File: config.mk
export PLATFORM = sky130hd
export DESIGN_NAME = named_slot_table
export DESIGN_NICKNAME = d
export VERILOG_FILES = /design/src/sv/nst_pkg.sv /design/src/sv/nst_mem.sv /design/src/sv/named_slot_table.sv
export SDC_FILE = /design/constraint.sdc
export NUM_CORES = 2
export LEC_CHECK = 0
export BUFFER_PORTS_ARGS = -buffer_cell sky130_fd_sc_hd__buf_4
export CAP_MARGIN = 20
export CORE_ASPECT_RATIO = 0.6
export CORE_MARGIN = 2
export CORE_UTILIZATION = 30
export CTS_CLUSTER_SIZE = 40
export DETAILED_ROUTE_END_ITERATION = 16
export SLEW_MARGIN = 40
export SYNTH_ARGS = -nofsm -noshare
export SYNTH_HDL_FRONTEND = slang
export SYNTH_SLANG_ARGS = --single-unit
File: constraint.sdc
create_clock -name clk -period 33 [get_ports clk]
set_input_delay 6.6 -clock clk [delete_from_list [all_inputs] [get_ports clk]]
set_output_delay 6.6 -clock clk [all_outputs]
set_load 0.05 [all_outputs]
File: src/sv/nst_pkg.sv
package nst_pkg;

  localparam int SLOT_COUNT = 16;
  localparam int NAME_BYTES = 16;
  localparam int NAME_W     = NAME_BYTES * 8;
  localparam int SLOT_W     = (SLOT_COUNT > 1) ? $clog2(SLOT_COUNT) : 1;
  localparam int CNT_W      = $clog2(SLOT_COUNT + 1);
  localparam int QTY_W      = 8;

  localparam logic [1:0] CMD_ADD    = 2'd0;
  localparam logic [1:0] CMD_REMOVE = 2'd1;
  localparam logic [1:0] CMD_READ   = 2'd2;

  localparam logic [7:0] BYTE_EMPTY = 8'h00;
  localparam logic [7:0] BYTE_BLANK = 8'hFF;

  // write request into the slot store
  typedef struct packed {
    logic              name_we;
    logic              qty_we;
    logic [SLOT_W-1:0] addr;
    logic [NAME_W-1:0] name;
    logic [QTY_W-1:0]  qty;
  } nst_wr_t;

  // a slot is free when its first byte is 0x00 or 0xFF
  function automatic logic slot_free(input logic [NAME_W-1:0] name);
    return (name[7:0] == BYTE_EMPTY) || (name[7:0] == BYTE_BLANK);
  endfunction

  // bit i set when no zero byte precedes byte i in the query
  function automatic logic [NAME_BYTES-1:0] name_mask(input logic [NAME_W-1:0] q);
    logic [NAME_BYTES-1:0] m;
    logic                  live;
    live = 1'b1;
    for (int i = 0; i < NAME_BYTES; i++) begin
      m[i] = live;
      if (q[8*i +: 8] == BYTE_EMPTY) live = 1'b0;
    end
    return m;
  endfunction

endpackage

File: src/sv/nst_mem.sv
module nst_mem import nst_pkg::*; (
  input  logic              clk,
  input  logic              rst,
  input  logic              rd_en,
  input  logic [SLOT_W-1:0] rd_addr,
  output logic [NAME_W-1:0] rd_name,
  output logic [QTY_W-1:0]  rd_qty,
  input  nst_wr_t           wr
);

  logic [NAME_W-1:0]     name_mem [SLOT_COUNT];
  logic [QTY_W-1:0]      qty_mem  [SLOT_COUNT];
  logic [SLOT_COUNT-1:0] name_vld;
  logic [SLOT_COUNT-1:0] qty_vld;

  // unwritten entries read as blank (all ones)
  always_ff @(posedge clk) begin
    if (wr.name_we) begin
      name_mem[wr.addr] <= wr.name;
    end
    if (wr.qty_we) begin
      qty_mem[wr.addr] <= wr.qty;
    end
    if (rd_en) begin
      rd_name <= name_vld[rd_addr] ? name_mem[rd_addr] : '1;
      rd_qty  <= qty_vld[rd_addr] ? qty_mem[rd_addr] : '1;
    end
  end

  always_ff @(posedge clk) begin
    if (rst) begin
      name_vld <= '0;
      qty_vld  <= '0;
    end else begin
      if (wr.name_we) name_vld[wr.addr] <= 1'b1;
      if (wr.qty_we)  qty_vld[wr.addr]  <= 1'b1;
    end
  end

endmodule

File: src/sv/named_slot_table.sv
// Table of 16 slots, each a 16-byte name plus a quantity byte, held in a
// synchronous RAM with a registered read port and a separate write port.
// One request is handled at a time. Add and remove walk every slot in
// order, one RAM read per cycle, then write back and load the result into
// the output register. Read touches one slot: RAM read, check, output load.
// An unused command code goes straight to the output load.
// A new request is taken the cycle after the previous result is loaded,
// even if that result still sits in the output register. The RAM
// needs no clearing pass: per-entry valid bits make unwritten slots read
// as blank (all 0xFF) right after reset. occupied_count is kept as a
// running count, updated on the write-back.
module named_slot_table import nst_pkg::*; (
  input  logic        clk,
  input  logic        rst,
  input  logic        in_valid,
  output logic        in_ready,
  input  logic [1:0]  cmd,
  input  logic [63:0] name_low,
  input  logic [63:0] name_high,
  input  logic [7:0]  quantity,
  input  logic [7:0]  slot_index,
  output logic        out_valid,
  input  logic        out_ready,
  output logic        ok,
  output logic [63:0] out_name_low,
  output logic [63:0] out_name_high,
  output logic [7:0]  out_quantity,
  output logic [4:0]  occupied_count
);

  typedef enum logic [5:0] {
    S_IDLE  = 6'b000001,
    S_SCAN  = 6'b000010,
    S_WRITE = 6'b000100,
    S_READ  = 6'b001000,
    S_RDCHK = 6'b010000,
    S_DONE  = 6'b100000
  } state_t;

  state_t state;

  // request registers
  logic [1:0]        cmd_q;
  logic [NAME_W-1:0] q_name;
  logic [QTY_W-1:0]  qty_q;
  logic [7:0]        idx_q;

  // scan bookkeeping
  logic [SLOT_W:0]   scan_cnt;
  logic              chk_valid;
  logic [SLOT_W-1:0] chk_addr;
  logic              hit_found;
  logic [SLOT_W-1:0] hit_idx;
  logic [NAME_W-1:0] hit_name;
  logic              hit_free;
  logic              free_found;
  logic [SLOT_W-1:0] free_idx;

  logic [CNT_W-1:0]  count_q;

  // result waiting for the output register
  logic              res_ok;
  logic [NAME_W-1:0] res_name;
  logic [QTY_W-1:0]  res_qty;

  // RAM side
  logic              rd_en;
  logic [SLOT_W-1:0] rd_addr;
  logic [NAME_W-1:0] rd_name;
  logic [QTY_W-1:0]  rd_qty;
  nst_wr_t           wr;

  logic [NAME_BYTES-1:0] q_mask;
  logic [NAME_W-1:0]     q_pad;
  logic                  rd_match;
  logic                  rd_free;
  logic                  add_go;
  logic                  rm_go;
  logic [127:0]          res_wide;

  assign in_ready = (state == S_IDLE);

  // Query mask: bytes up to and including the first zero take part in the
  // compare; on add, everything past the terminator is stored as zero.
  always_comb begin
    q_mask = name_mask(q_name);
    for (int i = 0; i < NAME_BYTES; i++) begin
      q_pad[8*i +: 8] = q_mask[i] ? q_name[8*i +: 8] : BYTE_EMPTY;
    end
  end

  always_comb begin
    rd_match = 1'b1;
    for (int i = 0; i < NAME_BYTES; i++) begin
      if (q_mask[i] && (rd_name[8*i +: 8] != q_name[8*i +: 8])) rd_match = 1'b0;
    end
    rd_free = slot_free(rd_name);
  end

  // Scan issues slot reads in order; read of a single slot for CMD_READ.
  always_comb begin
    rd_en   = ((state == S_SCAN) && (scan_cnt < (SLOT_W+1)'(SLOT_COUNT))) ||
              (state == S_READ);
    rd_addr = (state == S_READ) ? idx_q[SLOT_W-1:0] : scan_cnt[SLOT_W-1:0];
  end

  // Add only if nothing matched and a free slot exists. Remove of an
  // already-free matching slot succeeds without a write.
  assign add_go = (cmd_q == CMD_ADD) && !hit_found && free_found;
  assign rm_go  = (cmd_q == CMD_REMOVE) && hit_found && !hit_free;

  always_comb begin
    wr = '0;
    if (state == S_WRITE) begin
      if (add_go) begin
        wr.name_we = 1'b1;
        wr.qty_we  = 1'b1;
        wr.addr    = free_idx;
        wr.name    = q_pad;
        wr.qty     = qty_q;
      end else if (rm_go) begin
        wr.name_we = 1'b1;
        wr.addr    = hit_idx;
        wr.name    = {hit_name[NAME_W-1:8], BYTE_EMPTY};
      end
    end
  end

  nst_mem u_mem (
    .clk     (clk),
    .rst     (rst),
    .rd_en   (rd_en),
    .rd_addr (rd_addr),
    .rd_name (rd_name),
    .rd_qty  (rd_qty),
    .wr      (wr)
  );

  assign res_wide = 128'(res_name);

  always_ff @(posedge clk) begin
    if (rst) begin
      state      <= S_IDLE;
      out_valid  <= 1'b0;
      count_q    <= '0;
      chk_valid  <= 1'b0;
      hit_found  <= 1'b0;
      free_found <= 1'b0;
      scan_cnt   <= '0;
    end else begin
      // output register loads in S_DONE, empties when taken
      if ((state == S_DONE) && (!out_valid || out_ready)) begin
        out_valid <= 1'b1;
      end else if (out_ready) begin
        out_valid <= 1'b0;
      end
      chk_valid <= (state == S_SCAN) && rd_en;
      chk_addr  <= scan_cnt[SLOT_W-1:0];

      case (state)
        S_IDLE: begin
          if (in_valid) begin
            cmd_q      <= cmd;
            q_name     <= NAME_W'({name_high, name_low});
            qty_q      <= quantity;
            idx_q      <= slot_index;
            hit_found  <= 1'b0;
            free_found <= 1'b0;
            scan_cnt   <= '0;
            res_ok     <= 1'b0;
            res_name   <= '0;
            res_qty    <= '0;
            if (cmd == CMD_ADD || cmd == CMD_REMOVE) begin
              state <= S_SCAN;
            end else if (cmd == CMD_READ) begin
              state <= S_READ;
            end else begin
              state <= S_DONE;
            end
          end
        end
        S_SCAN: begin
          if (scan_cnt < (SLOT_W+1)'(SLOT_COUNT)) scan_cnt <= scan_cnt + 1'b1;
          if (chk_valid) begin
            // first matching slot, free ones included
            if (rd_match && !hit_found) begin
              hit_found <= 1'b1;
              hit_idx   <= chk_addr;
              hit_name  <= rd_name;
              hit_free  <= rd_free;
            end
            if (rd_free && !free_found) begin
              free_found <= 1'b1;
              free_idx   <= chk_addr;
            end
            if (chk_addr == SLOT_W'(SLOT_COUNT - 1)) state <= S_WRITE;
          end
        end
        S_WRITE: begin
          if (cmd_q == CMD_ADD) begin
            res_ok <= add_go;
            // a stored name starting with 0x00 or 0xFF still reads as free
            if (add_go && !slot_free(q_pad)) count_q <= count_q + 1'b1;
          end else begin
            res_ok <= hit_found;
            if (rm_go) count_q <= count_q - 1'b1;
          end
          state <= S_DONE;
        end
        S_READ: begin
          state <= S_RDCHK;
        end
        S_RDCHK: begin
          if ((idx_q < 8'(SLOT_COUNT)) && !rd_free) begin
            res_ok   <= 1'b1;
            res_name <= rd_name;
            res_qty  <= rd_qty;
          end
          state <= S_DONE;
        end
        S_DONE: begin
          if (!out_valid || out_ready) begin
            ok             <= res_ok;
            out_name_low   <= res_wide[63:0];
            out_name_high  <= res_wide[127:64];
            out_quantity   <= res_qty;
            occupied_count <= 5'(count_q);
            state          <= S_IDLE;
          end
        end
        default: begin
          state <= S_IDLE;
        end
      endcase
    end
  end

  // running count can never pass the table size
  a_count_range: assert property (@(posedge clk) disable iff (rst)
    count_q <= CNT_W'(SLOT_COUNT))
    else $error("occupied count out of range");

  // the count only moves on a write-back, and by one at most
  a_count_step: assert property (@(posedge clk) disable iff (rst)
    (state != S_WRITE) |=> $stable(count_q))
    else $error("occupied count changed outside write-back");

  // no RAM write while a new request could be taken
  a_write_busy: assert property (@(posedge clk) disable iff (rst)
    (wr.name_we || wr.qty_we) |-> !in_ready)
    else $error("slot write while idle");

endmodule

# Word-level counts from Yosys, hierarchy flattened
# Memory sizes are Yosys's and may differ from the RTL's. A register that Yosys moved wholly into a read port is not among the register bits.
# Index checks and enable logic that the tools add are counted.
# classes
n_reduce_logical	75
n_bitwise	3
n_addsub	3
n_mux	95
magnitude_cmp	5
n_eq_ne	37
# ops
op	n
132-bit 2-to-1 mux	2
128-bit 2-to-1 mux	2
128-bit case mux with 2 select lines	1
8-bit 2-to-1 mux	18
142-bit 2-to-1 mux	1
8-bit zero test	16
8-bit != test	16
1-bit 2-to-1 mux	50
6-bit 2-to-1 mux	6
16-bit bitwise OR	2
6-bit case mux with 5 select lines	1
4-bit AND reduction	7
1-bit logical AND	27
5-bit 2-to-1 mux	5
8-bit equality test, second input constant	2
8-bit case mux with 2 select lines	1
2-bit by 1-bit != test with 1-bit output, second input constant	6
3-bit AND reduction	4
5-bit by 1-bit adder with 5-bit output, second input constant	2
4-bit by 5-bit < comparator with 1-bit output, second input constant	2
5-bit case mux with 2 select lines	1
1-bit binary-select mux with 4-bit select	2
1-bit zero test	8
8-bit by 5-bit < comparator with 1-bit output, second input constant	1
23 further kinds	35
# word_totals
ramBits	2176
output_inout_bits	144
n_memories	2
regBits	618
# memory_table
name	words	word_bits	read_ports	rd_clocked_by_memory_dff	wr	line_no	rtl
u_mem.name_mem	16	128	1	1	1	nst_mem.sv:11	logic [NAME_W-1:0] name_mem [SLOT_COUNT];
u_mem.qty_mem	16	8	1	1	1	nst_mem.sv:12	logic [QTY_W-1:0] qty_mem [SLOT_COUNT];

# Depth between registers and ports, before layout
# depth
depth_word	24
depth_mapped	10

# Hierarchy
# Synthesis repeated with hierarchy kept, for this count alone.
# unflattened
cells_unflattened	5145
area_unflattened_um2	110273.3
# by_module_without_submodules
mod	cells_each	seq_area_each_um2	area_per_inst_um2	n_inst
nst_mem	3718	70067.2	87839.2	1
named_slot_table	1427	17156.5	22434.0	1

# Least setup slack after synthesis
# Ideal clock, no wire load.
# synth_timing
kind	input-to-reg
start	in rst
end	reg occupied_count[0] (enable)
n_path_buf	2
arrival_time_ps	16567
path_stages	3
t_required_ps	32183
setup_slack_ps	15616
setup_time_ps	817
path_cell_list	clkbuf_1 -> clkbuf_1 -> nor3_1
# synth_between
elab_chain_cells	2
# synth_rtl
item	line_no	rtl
start, declared	named_slot_table.sv:14	input logic rst,
1-bit NOT (no line)	n/a	
3-bit AND reduction (no line)	n/a	
end signal, assigned	named_slot_table.sv:227	occupied_count <= 5'(count_q);
end, declared	named_slot_table.sv:28	output logic [4:0] occupied_count
# No other way between the ends.
# A chain may end at the register's enable or synchronous reset.

# Worst setup path after layout
# layout_timing
start	reg state[2]
end	out in_ready
# layout_between
elab_chain_cells	1
# layout_rtl
item	line_no	rtl
start, declared	named_slot_table.sv:40	state_t state;
start signal, assigned	named_slot_table.sv:143	state <= S_IDLE;
start signal, assigned	named_slot_table.sv:174	state <= S_SCAN;
start signal, assigned	named_slot_table.sv:176	state <= S_READ;
6-bit by 1-bit equality test with 1-bit output	named_slot_table.sv:81	assign in_ready = (state == S_IDLE);
end, declared	named_slot_table.sv:16	output logic in_ready,
# No other way between the ends.

==> metrics.csv <==
stage;metric;value;unit
status;status;complete, no violations;
timing;Tcrit/Tclk final;27.4;%
critical_path;worst-path maximum fanout;9;
pwr;sw frac;20.8;%
place;DPL Wire Length;164000;um
timing;Least-Margin Pin Slew;0.931;ns
timing;Fin. Hold Viols;0;
synthesis;simple-gate area share of the yosys netlist;3.41;%
route;Antenna Nets Post-Route;0;
run;Max-Cap Viols;0;
synthesis;main combinational cell family by area after synthesis;multiplexers;
route;detailed-route via count;53955;
synthesis;Seq/Total Area, Yosys;79.7;%
pwr;Sw Pwr;0.00158;W
die;Die ar.;370000;um^2
global_routing;first-pass GRT wire length;418000;um
synthesis;Synth Area in Adders;0.0640;%
timing;Setup-failing EPs final;0;
clock_network;post-CTS setup buffers;0;
final_layout;final-stage net count;5680;
clock_network;CTS max path bufs;4;
clock_network;CTS tree;yes;
final_layout;Layout Area Growth over Synthesis;17.3;%
critical_path;slowest library cell on the worst path;nor4_1;
global_routing;largest net degree at the start of global routing;98;
critical_path;worst r2r src;state[0];
critical_path;CP Cell Sequence;nor4_1 -> nand3b_1 -> inv_1 -> buf_4;
global_routing;vias in the first global route;54450;
critical_path;R2R Path End;u_mem.rd_name[110];
critical_path;crit path kind;register to primary output;
route;1st-iter DRT viols;6982;
route;vias per inst;5.10;
clock_network;CTS buffer count;289;
critical_path;R2R Setup Slk;27.00;ns
final_layout;fraction of layout cells with a size suffix above 1;27.4;%
critical_path;Register-to-Register Path Depth;12;
die;I/O pins;294;
pwr;Total Power;0.00760;W
synthesis;Synth Area in Compound Gates;3.08;%
timing;Max Slew Vio Count;0;
pwr;pwr dens;59.3;nW/um^2
synthesis;main flop type after synthesis;edfxtp_1;
timing;maximum clock frequency;0.110;GHz
timing;post-layout min period;9.05;ns
final_layout;Post-Layout Cell Count;10587;
place;cell total after placement;10073;
pwr;Clock Power Share;43.3;%
global_routing;initial antenna violation count;30;
global_routing;GRT overflow;0;
route;DRC errors left;0;
critical_path;CP Launch Type;register;
pwr;combinational share of power;2.6;%
synthesis;post-synthesis xor/xnor area fraction;1.08;%
critical_path;Worst EP arrival;2.45;ns
critical_path;max incr delay on CP;0.39;ns
die;Core Footprint;362000;um^2
clock_network;clock sink count;2922;
clock_network;H-tree levels;5;
synthesis;mapped cell area;109000;um^2
global_routing;Tot GR Track Use;15.7;%
pwr;leakage dissipation;34.6;nW
pwr;Int Pwr;0.00603;W
synthesis;synth warn;0;
timing;worst clock skew;0.0575;ns
die;Initial Util;30.2;%
place;RePlAce Congestion;0.769;
critical_path;Crit path required time;26.40;ns
critical_path;Setup crit start;state[2];
critical_path;Worst setup EP type;primary output;
synthesis;Yosys reg bits;2922;
synthesis;number of flops mapped to enable cells by yosys;2870;
worst_hold_path;worst hold path depth;0;
synthesis;post-synthesis mux area share;11.4;%
synthesis;Synth async-reset ratio;0;%
pwr;power share of the sequential group;54.1;%
route;drt first pass iters;5;
clock_network;hold buffer count at cts;0;
clock_network;CTS root buf;clkbuf_16;
synthesis;Syn Nets;5226;
clock_network;post_cts resized;0;
die;num rows;171;
pwr;peak supply drop;0.0000475;V
route;drt wl/cell;28.2;um
timing;relative slew slack;37.9;%
clock_network;clk slew on worst S/H paths;0.07;ns
critical_path;CP endpoint;in_ready;
die;die width;784;um
route;Routed Wire Length;299000;um
clock_network;Clk Latency, worst-skew pair;0.89;ns
worst_hold_path;HP Class;register to register;
timing;RSZ-0062 raised after global routing;false;
synthesis;cell count after synthesis;5071;
die;die height;472;um
timing;Setup TNS;0;ns
synthesis;syn_area_per_cell;21.6;um^2
synthesis;Yosys cell types;63;
place;Buffers on Ports;293;
[worst min path at each step]
stage | startpoint | endpoint
after floorplan | res_ok | ok
after global placement | res_name[12] | out_name_low[12]
after detailed placement | res_name[11] | out_name_low[11]
after CTS | res_name[30] | out_name_low[30]
after global routing | res_name[30] | out_name_low[30]
final | res_name[30] | out_name_low[30]
[registers in the layout, summed over array words and instances, names as in the netlist, 5 cells and up]
name,count
qty_q,8
u_mem.rd_name,128
q_name,128
hit_name,120
out_name_low,64
scan_cnt,5
out_name_high,64
u_mem.rd_qty,8
u_mem.name_vld,16
u_mem.qty_vld,16
res_qty,8
idx_q,8
u_mem.qty_mem,128
u_mem.name_mem,2048
res_name,128
state,6
out_quantity,8
occupied_count,5
count_q,5
[cells in the mapped netlist, drive strengths merged (2+ instances only)]
cell type,number,area (um^2)
o21ai,15,75.1
nor2,181,679
a22oi,366,2750
a21boi,2,15.0
clkbuf,115,432
dfxtp,52,1040
nor3,21,110
nor3b,2,15.0
nand4,28,175
nand3b,9,71.3
inv,3,11.3
a41oi,2,17.5
or4,10,75.1
and2,159,995
a211oi,3,22.5
nand3,156,781
xor2,53,464
a21oi,51,255
mux4,552,12400
a21o,2,15.0
nor2b,4,25.0
and3,4,25.0
o31ai,2,15.0
o21a,15,113
nand2,84,315
xnor2,82,718
ha,4,50.1
buf,146,891
nand2b,5,31.3
a211o,3,26.3
or2,3,18.8
and4,3,26.3
edfxtp,2870,86200
mux2i,4,52.6
nor4,42,293
[through the flow]
| step | cell area [um^2] | hold WS [ns] | utilization, % | setup WS (ns) |
|---|---|---|---|---|
| 2_1_floorplan | 109000 | 0.400 | - | 15.62 |
| 3_3_place_gp | 118000 | 0.413 | 32.5 | 23.29 |
| 3_5_place_dp | 119000 | 0.405 | 32.7 | 23.24 |
| 4_1_cts | 128000 | 0.412 | 35.3 | 23.90 |
| 5_1_grt | 128000 | 0.414 | 35.4 | 23.76 |
| 6_report | 128000 | 0.411 | 35.4 | 23.95 |
[final cells by class]
type / count / area (um^2)
Clock buffer: 352 / 7700
Timing Repair Buffer: 424 / 4100
Antenna cell: 5 / 12.5
Multi-Input combinational cell: 1885 / 21700
Tap cell: 4844 / 6060
Inverter: 3 / 11.3
Fill cell: 33226 / 234000
Clock inverter: 152 / 1550
Sequential cell: 2922 / 87200
[per-layer routing]
| metal | wire (um) | GRT usage [%] | part of all wire, % |
|---|---|---|---|
| met5 | 90 | 0 | 0.030 |
| met2 | 144000 | 25.7 | 48 |
| met3 | 23200 | 2.72 | 7.8 |
| met1 | 123000 | 21.7 | 41 |
| met4 | 7960 | 4.13 | 2.7 |
[kinds of logic after synthesis]
logic type | after synthesis
AO/OA/AOI/OAI | 469
buffers and inverters | 264
XOR/XNOR | 135
multiplexers | 556
adder cells (fa/ha/maj) | 5
AND/OR/NAND/NOR | 720
flip-flops | 2922
[critical path, delay by kind of cell, from the launching register on]
| kind | cells | cell delay (ns) |
|---|---|---|
| buffers and inverters | 2 | 0.50 |
| flip-flops | 1 | 0.35 |
| AND/OR/NAND/NOR | 2 | 0.73 |
[power by group through the flow]
stage | Combinational (W) | Sequential, W | Clock, W
3_3_place_gp | 0.000194 | 0.00419 | 0
2_1_floorplan | 0.000122 | 0.00419 | 0
5_1_grt | 0.000211 | 0.00411 | 0.00350
6_report | 0.000196 | 0.00411 | 0.00330
4_1_cts | 0.000199 | 0.00411 | 0.00336
3_5_place_dp | 0.000198 | 0.00419 | 0
[cell usage in the layout, fill, tap and decap left out, types with 8 or more instances in the layout]
| cell | netlist | routed |
|---|---|---|
| nor3_2 | 1 | 8 |
| nand4_1 | 28 | 28 |
| nand3_1 | 156 | 156 |
| nor3_4 | 0 | 12 |
| o21a_1 | 15 | 15 |
| buf_12 | 0 | 25 |
| clkbuf_16 | 0 | 299 |
| bufinv_16 | 0 | 27 |
| clkinvlp_4 | 0 | 21 |
| nor2_4 | 0 | 15 |
| buf_6 | 3 | 35 |
| and2_1 | 159 | 158 |
| a22oi_1 | 366 | 366 |
| nor2_2 | 0 | 86 |
| mux4_2 | 551 | 551 |
| nor2_1 | 181 | 80 |
| buf_4 | 60 | 339 |
| clkinv_1 | 0 | 40 |
| or4_1 | 10 | 10 |
| xor2_1 | 53 | 53 |
| nor4_1 | 40 | 37 |
| edfxtp_1 | 2870 | 2870 |
| clkbuf_1 | 115 | 51 |
| nand3b_1 | 8 | 8 |
| nand2_1 | 84 | 83 |
| xnor2_1 | 82 | 82 |
| a21oi_1 | 51 | 16 |
| buf_16 | 0 | 23 |
| inv_6 | 0 | 12 |
| clkinv_2 | 0 | 43 |
| dfxtp_1 | 52 | 52 |
| a21oi_2 | 0 | 34 |
Note: power is estimated with default switching activity, not from simulation.
